File: config.mk
export PLATFORM = sky130hd
export DESIGN_NAME = qst_cell
export DESIGN_NICKNAME = d
export VERILOG_FILES = /design/src/hw/rtl/qst_pkg.sv /design/src/hw/rtl/qst_cell.sv
export SDC_FILE = /design/constraint.sdc
export NUM_CORES = 1
export LEC_CHECK = 0
export BUFFER_PORTS_ARGS = -buffer_cell sky130_fd_sc_hd__buf_2
export CORE_UTILIZATION = 52
export CTS_CLUSTER_DIAMETER = 50
export DETAILED_ROUTE_END_ITERATION = 8
export PLACE_DENSITY = 0.94
export SYNTH_ARGS = -nofsm -noshare
export SYNTH_HDL_FRONTEND = slang
export SYNTH_SLANG_ARGS = --single-unit
File: constraint.sdc
create_clock -name clock -period 8.3 [get_ports clock]
set_clock_uncertainty 0.1 [all_clocks]
set_input_delay 1.245 -clock clock [delete_from_list [all_inputs] [get_ports clock]]
set_output_delay 1.245 -clock clock [all_outputs]
set_load 0.005 [all_outputs]
File: src/hw/rtl/qst_pkg.sv
// Shared types and sizes for the query statistics table.
// Holds the request/response words, cell and log control structs and opcodes.
// No dependencies.
package qst_pkg;

   localparam int LOG_DEPTH    = 128;
   localparam int CLIENT_SLOTS = 16;

   localparam int LOG_AW    = (LOG_DEPTH > 1) ? $clog2(LOG_DEPTH) : 1;
   localparam int LOG_CW    = $clog2(LOG_DEPTH + 1);
   localparam int LOG_SW    = LOG_CW + 1;
   localparam int CLIENT_IW = (CLIENT_SLOTS > 1) ? $clog2(CLIENT_SLOTS) : 1;
   localparam int CLIENT_CW = $clog2(CLIENT_SLOTS + 1);

   typedef enum logic [1:0] {
      OP_RECORD      = 2'd0,
      OP_READ_CLIENT = 2'd1,
      OP_READ_LOG    = 2'd2,
      OP_CLEAR       = 2'd3
   } opcode_type;

   typedef enum logic [1:0] {
      ACT_ALLOWED = 2'd0,
      ACT_BLOCKED = 2'd1,
      ACT_CACHED  = 2'd2,
      ACT_ERROR   = 2'd3
   } action_type;

   typedef struct packed {
      opcode_type  opcode;
      logic [31:0] client_ip;
      action_type  action;
      logic [15:0] response_ms;
      logic [31:0] timestamp_ms;
      logic [6:0]  entry_index;
   } req_type;

   typedef struct packed {
      logic        entry_valid;
      logic [31:0] entry_ip;
      logic [31:0] entry_queries;
      action_type  entry_action;
      logic [31:0] entry_time;
      logic [15:0] entry_response;
      logic [31:0] total_queries;
      logic [31:0] blocked_queries;
      logic [31:0] allowed_queries;
      logic [31:0] cached_queries;
      logic [31:0] failed_queries;
      logic [7:0]  fill_level;
   } rsp_type;

   typedef struct packed {
      logic                 record;
      logic [31:0]          ip;
      logic                 any_match;
      logic [CLIENT_CW-1:0] clients_used;
      logic [6:0]           read_index;
   } cell_ctl_type;

   typedef struct packed {
      logic        hit;
      logic [31:0] rd_ip;
      logic [31:0] rd_hits;
   } cell_chain_type;

   typedef struct packed {
      logic        write;
      logic        clear;
      logic        read;
      logic [31:0] ip;
      action_type  action;
      logic [15:0] response;
      logic [31:0] time_ms;
      logic [6:0]  index;
   } log_ctl_type;

   typedef struct packed {
      logic [31:0] ip;
      action_type  action;
      logic [31:0] time_ms;
      logic [15:0] response;
   } log_entry_type;

   typedef struct packed {
      logic          valid;
      log_entry_type entry;
   } log_rd_type;

endpackage

File: src/hw/rtl/qst_cell.sv
// One client slot of the client table row: address and hit count.
// Passes the match flag and the read data on to the next cell. Uses qst_pkg.
module qst_cell
   import qst_pkg::*;
(
   input  logic                 clock,
   input  logic [CLIENT_IW-1:0] cell_id,
   input  cell_ctl_type         ctl,
   input  cell_chain_type       chain_in,
   output cell_chain_type       chain_out
);

   logic [31:0] addr_ff, addr_in;
   logic [31:0] hits_ff, hits_in;
   logic        used;
   logic        my_hit;
   logic        alloc;
   logic        sel;

   assign used   = 32'(cell_id) < 32'(ctl.clients_used);
   assign my_hit = used && (addr_ff == ctl.ip);
   assign alloc  = ctl.record && !ctl.any_match && (32'(cell_id) == 32'(ctl.clients_used));
   assign sel    = 32'(ctl.read_index) == 32'(cell_id);

   always_comb begin
      addr_in = addr_ff;
      hits_in = hits_ff;
      if (ctl.record && my_hit) begin
         hits_in = hits_ff + 32'd1;
      end else if (alloc) begin
         addr_in = ctl.ip;
         hits_in = 32'd1;
      end
   end

   always_ff @(posedge clock) begin
      addr_ff <= addr_in;
      hits_ff <= hits_in;
   end

   always_comb begin
      chain_out.hit     = chain_in.hit | my_hit;
      chain_out.rd_ip   = sel ? addr_ff : chain_in.rd_ip;
      chain_out.rd_hits = sel ? hits_ff : chain_in.rd_hits;
   end

endmodule

==> results.sh <==
export IMPL_cp_data_required_time_ns=6.95
export IMPL_vdd_drop_max_v=0.0000824
export IMPL_slew_headroom_pct=31.2
export IMPL_htree_levels=3
export IMPL_p_clk_share_pct=37.0
export IMPL_antenna_found_initial=0
export IMPL_cts_resized_gates=0
export IMPL_syn_avg_cell_area_um2=12.1
export IMPL_cp_top_family="buffers and inverters"
export IMPL_drv_slew=0
export IMPL_clock_sinks=64
export IMPL_pwr_share_comb_pct=12.3
export IMPL_cp_cell_sequence="buf_2 -> xor2_1 -> or4_4 -> nor4_4 -> buf_4 -> mux2_2 -> buf_2"
export IMPL_area_growth_pct=29.2
export IMPL_initial_core_util_pct=54.6
export IMPL_cp_start_kind="primary input"
export IMPL_hpwl_um=7240
export IMPL_cp_slowest_cell="or4_4"
export IMPL_finalHoldViolCount=0
export IMPL_min_period_ns=4.40
export IMPL_status="finished, final reports clean"
export IMPL_insertion_delay_ns=0.33
export IMPL_crit_top_cell="buf_2"
export IMPL_first_global_vias=3265
export IMPL_power_density_nw_per_um2=135
export IMPL_yosysWarnings=0
export IMPL_power_share_switching_pct=22.6
export IMPL_fin_nets=639
export IMPL_synth_area_um2=4020
export IMPL_drt_initial_drc_count=112
export IMPL_fin_crit_sh_pct=53.0
export IMPL_grt_usage_pct=23.2
export IMPL_cpPeakStageDelay_ns=0.43
export IMPL_cp_max_fo=33
export IMPL_cts_tree="yes"
export IMPL_vias_per_cell=5.37
export IMPL_fin_worst_hold_slack_ns=0.543
export IMPL_drt_wirelength_per_cell_um=15.1
export IMPL_fmax_ghz=0.227
export IMPL_synthesis_nets=454
export IMPL_p_int_mw=0.543
export IMPL_fin_setup_tns_ns=0
export IMPL_synthCells=333
export IMPL_dr_total_vias=3341
export IMPL_fill_cells=504
export IMPL_die_y_um=89.9
export IMPL_diodes=0
export IMPL_multi_input_area_um2=2000
export IMPL_critPathKind="in -> out"
export IMPL_final_core_util_pct=70.5
export IMPL_row_count=31
export IMPL_seqCellArea_um2=1920
export IMPL_ys_ff_latch=64
export IMPL_drive_gt1_share_pct=50.3
export IMPL_grt_overflow_total=0
export IMPL_setup_viol=0
export IMPL_rsz0062_at_grt="false"
export IMPL_dieArea_um2=8090
export IMPL_io_pins=181
export IMPL_power_switching_mw=0.159
export IMPL_cts_root_buf="clkbuf_8"
export IMPL_drt_first_pass_iters=4
export IMPL_cts_buffer_depth=2
export IMPL_die_x_um=89.9
export IMPL_ys_seq_area_share_pct=47.8
export IMPL_worst_pin_slew_ns=1.03
export IMPL_total_power_mw=0.702
export IMPL_drc=0
export IMPL_drtAntennaViolNets=0
export IMPL_seq_power_share_pct=50.8
export IMPL_cp_end_kind="primary output"
export IMPL_async_reset_ff_share_pct=0
export IMPL_cts_buffers_inserted=9
export IMPL_hp_class="reg -> reg"
export IMPL_portBuffers=180
export IMPL_path_clk_slew_ns=0.07
export IMPL_core_um2=7370
export IMPL_gp_congestion=0.809
export IMPL_synth_edf_count=64
export IMPL_synthFlopType="edfxtp_1"
export IMPL_path_buf_inv=3
export IMPL_cts_hold_buf=0
export IMPL_wirelength_um=9420
export IMPL_maxCapViolCount=0
export IMPL_crit_arrival_ns=3.05
export IMPL_post_cts_buffers=0
export IMPL_grt_pass1_wl_um=15000
export IMPL_ys_types=31
export IMPL_grt_max_degree=34
export IMPL_cellLeakagePower_nw=2.04
==> power groups by stage <==
stage | registers [mW] | clock network, mW | logic [mW]
floorplan | 0.363 | 0 | 0.0364
global placement | 0.364 | 0 | 0.0822
detailed placement | 0.364 | 0 | 0.0867
CTS | 0.356 | 0.261 | 0.0869
global route | 0.357 | 0.274 | 0.0938
finish | 0.356 | 0.260 | 0.0862
==> Yosys cell counts, drive strengths merged (4+ instances only) <==
library cell | instances | area [um2]
nand3 | 19 | 95.1
nor2 | 35 | 131
xnor2 | 32 | 280
mux2 | 64 | 721
xor2 | 31 | 272
nand4 | 18 | 113
buf | 6 | 67.6
nand2b | 5 | 31.3
nor4 | 8 | 86.3
nand2 | 12 | 45.0
inv | 9 | 33.8
ha | 5 | 62.6
clkbuf | 4 | 15.0
edfxtp | 64 | 1920
==> metrics by stage <==
| step | cell area, um2 | std cells | setup slack (ns) |
|---|---|---|---|
| floorplan | 4020 | 333 | 3.21 |
| global placement | 5010 | 606 | 3.97 |
| detailed placement | 5010 | 606 | 3.92 |
| CTS | 5190 | 622 | 3.92 |
| global route | 5190 | 622 | 3.80 |
| finish | 5190 | 622 | 3.90 |
==> logic make-up after synthesis <==
| family | count (synthesis) | share of synthesized area (%) |
|---|---|---|
| DFF | 64 | 47.8 |
| buffers and inverters | 19 | 2.89 |
| muxes | 64 | 17.9 |
| and+or+nand+nor | 112 | 15.2 |
| xor gates and xnor gates | 63 | 13.7 |
| adders and majority gates | 5 | 1.56 |
| AOI/OAI and AO/OA | 6 | 0.934 |
==> worst register-to-register path: stages, from the launching register on <==
cell and delay (ns):
edfxtp_1 0.42, xnor2_1 0.22, nand4_1 0.18, nor4_1 0.45, nand3_1 0.25, a21oi_4 0.86
==> flip-flops by register name (all words and copies together), names as in the netlist <==
signal and cells:
addr_ff 32, hits_ff 32
==> per-layer routing <==
layer,up-vias,GRT usage [%],wire length (um)
met1,1590,27.3,3790
met2,152,42.3,4880
met4,0,7.66,158
met3,11,4.40,590
li1,1588,-,-
met5,-,0,0
==> path summary, 6_finish.rpt <==
path                                   from            end  slack, ns  depth (start not counted)
worst min register to register  hits_ff[31]    hits_ff[31]       0.54                          2
worst min-delay path            hits_ff[31]    hits_ff[31]       0.54                          2
worst max register to register   addr_ff[9]    hits_ff[10]       5.42                          5
worst max-delay path             cell_id[1]  chain_out[62]       3.90                          7
==> cells in the final DEF (no fill, tap or decap), types with 12 or more instances in the layout <==
| cell | netlist | routed |
|---|---|---|
| buf_2 | 0 | 180 |
| edfxtp_1 | 64 | 64 |
| mux2_2 | 59 | 59 |
| nand2_1 | 12 | 12 |
| nand3_1 | 19 | 19 |
| nand4_1 | 18 | 18 |
| nor2_1 | 35 | 35 |
| xnor2_1 | 32 | 32 |
| xor2_1 | 31 | 31 |
==> cell type report <==
cell class | instances | share of cell area [%]
multi-input combinational | 250 | 38.5
clock inverter | 7 | 1.18
timing repair buffer | 184 | 17.9
inverter | 9 | 0.650
tap | 99 | 2.38
clock buffer | 9 | 2.38
sequential | 64 | 37.0
Power figures use the tool's default switching activity.
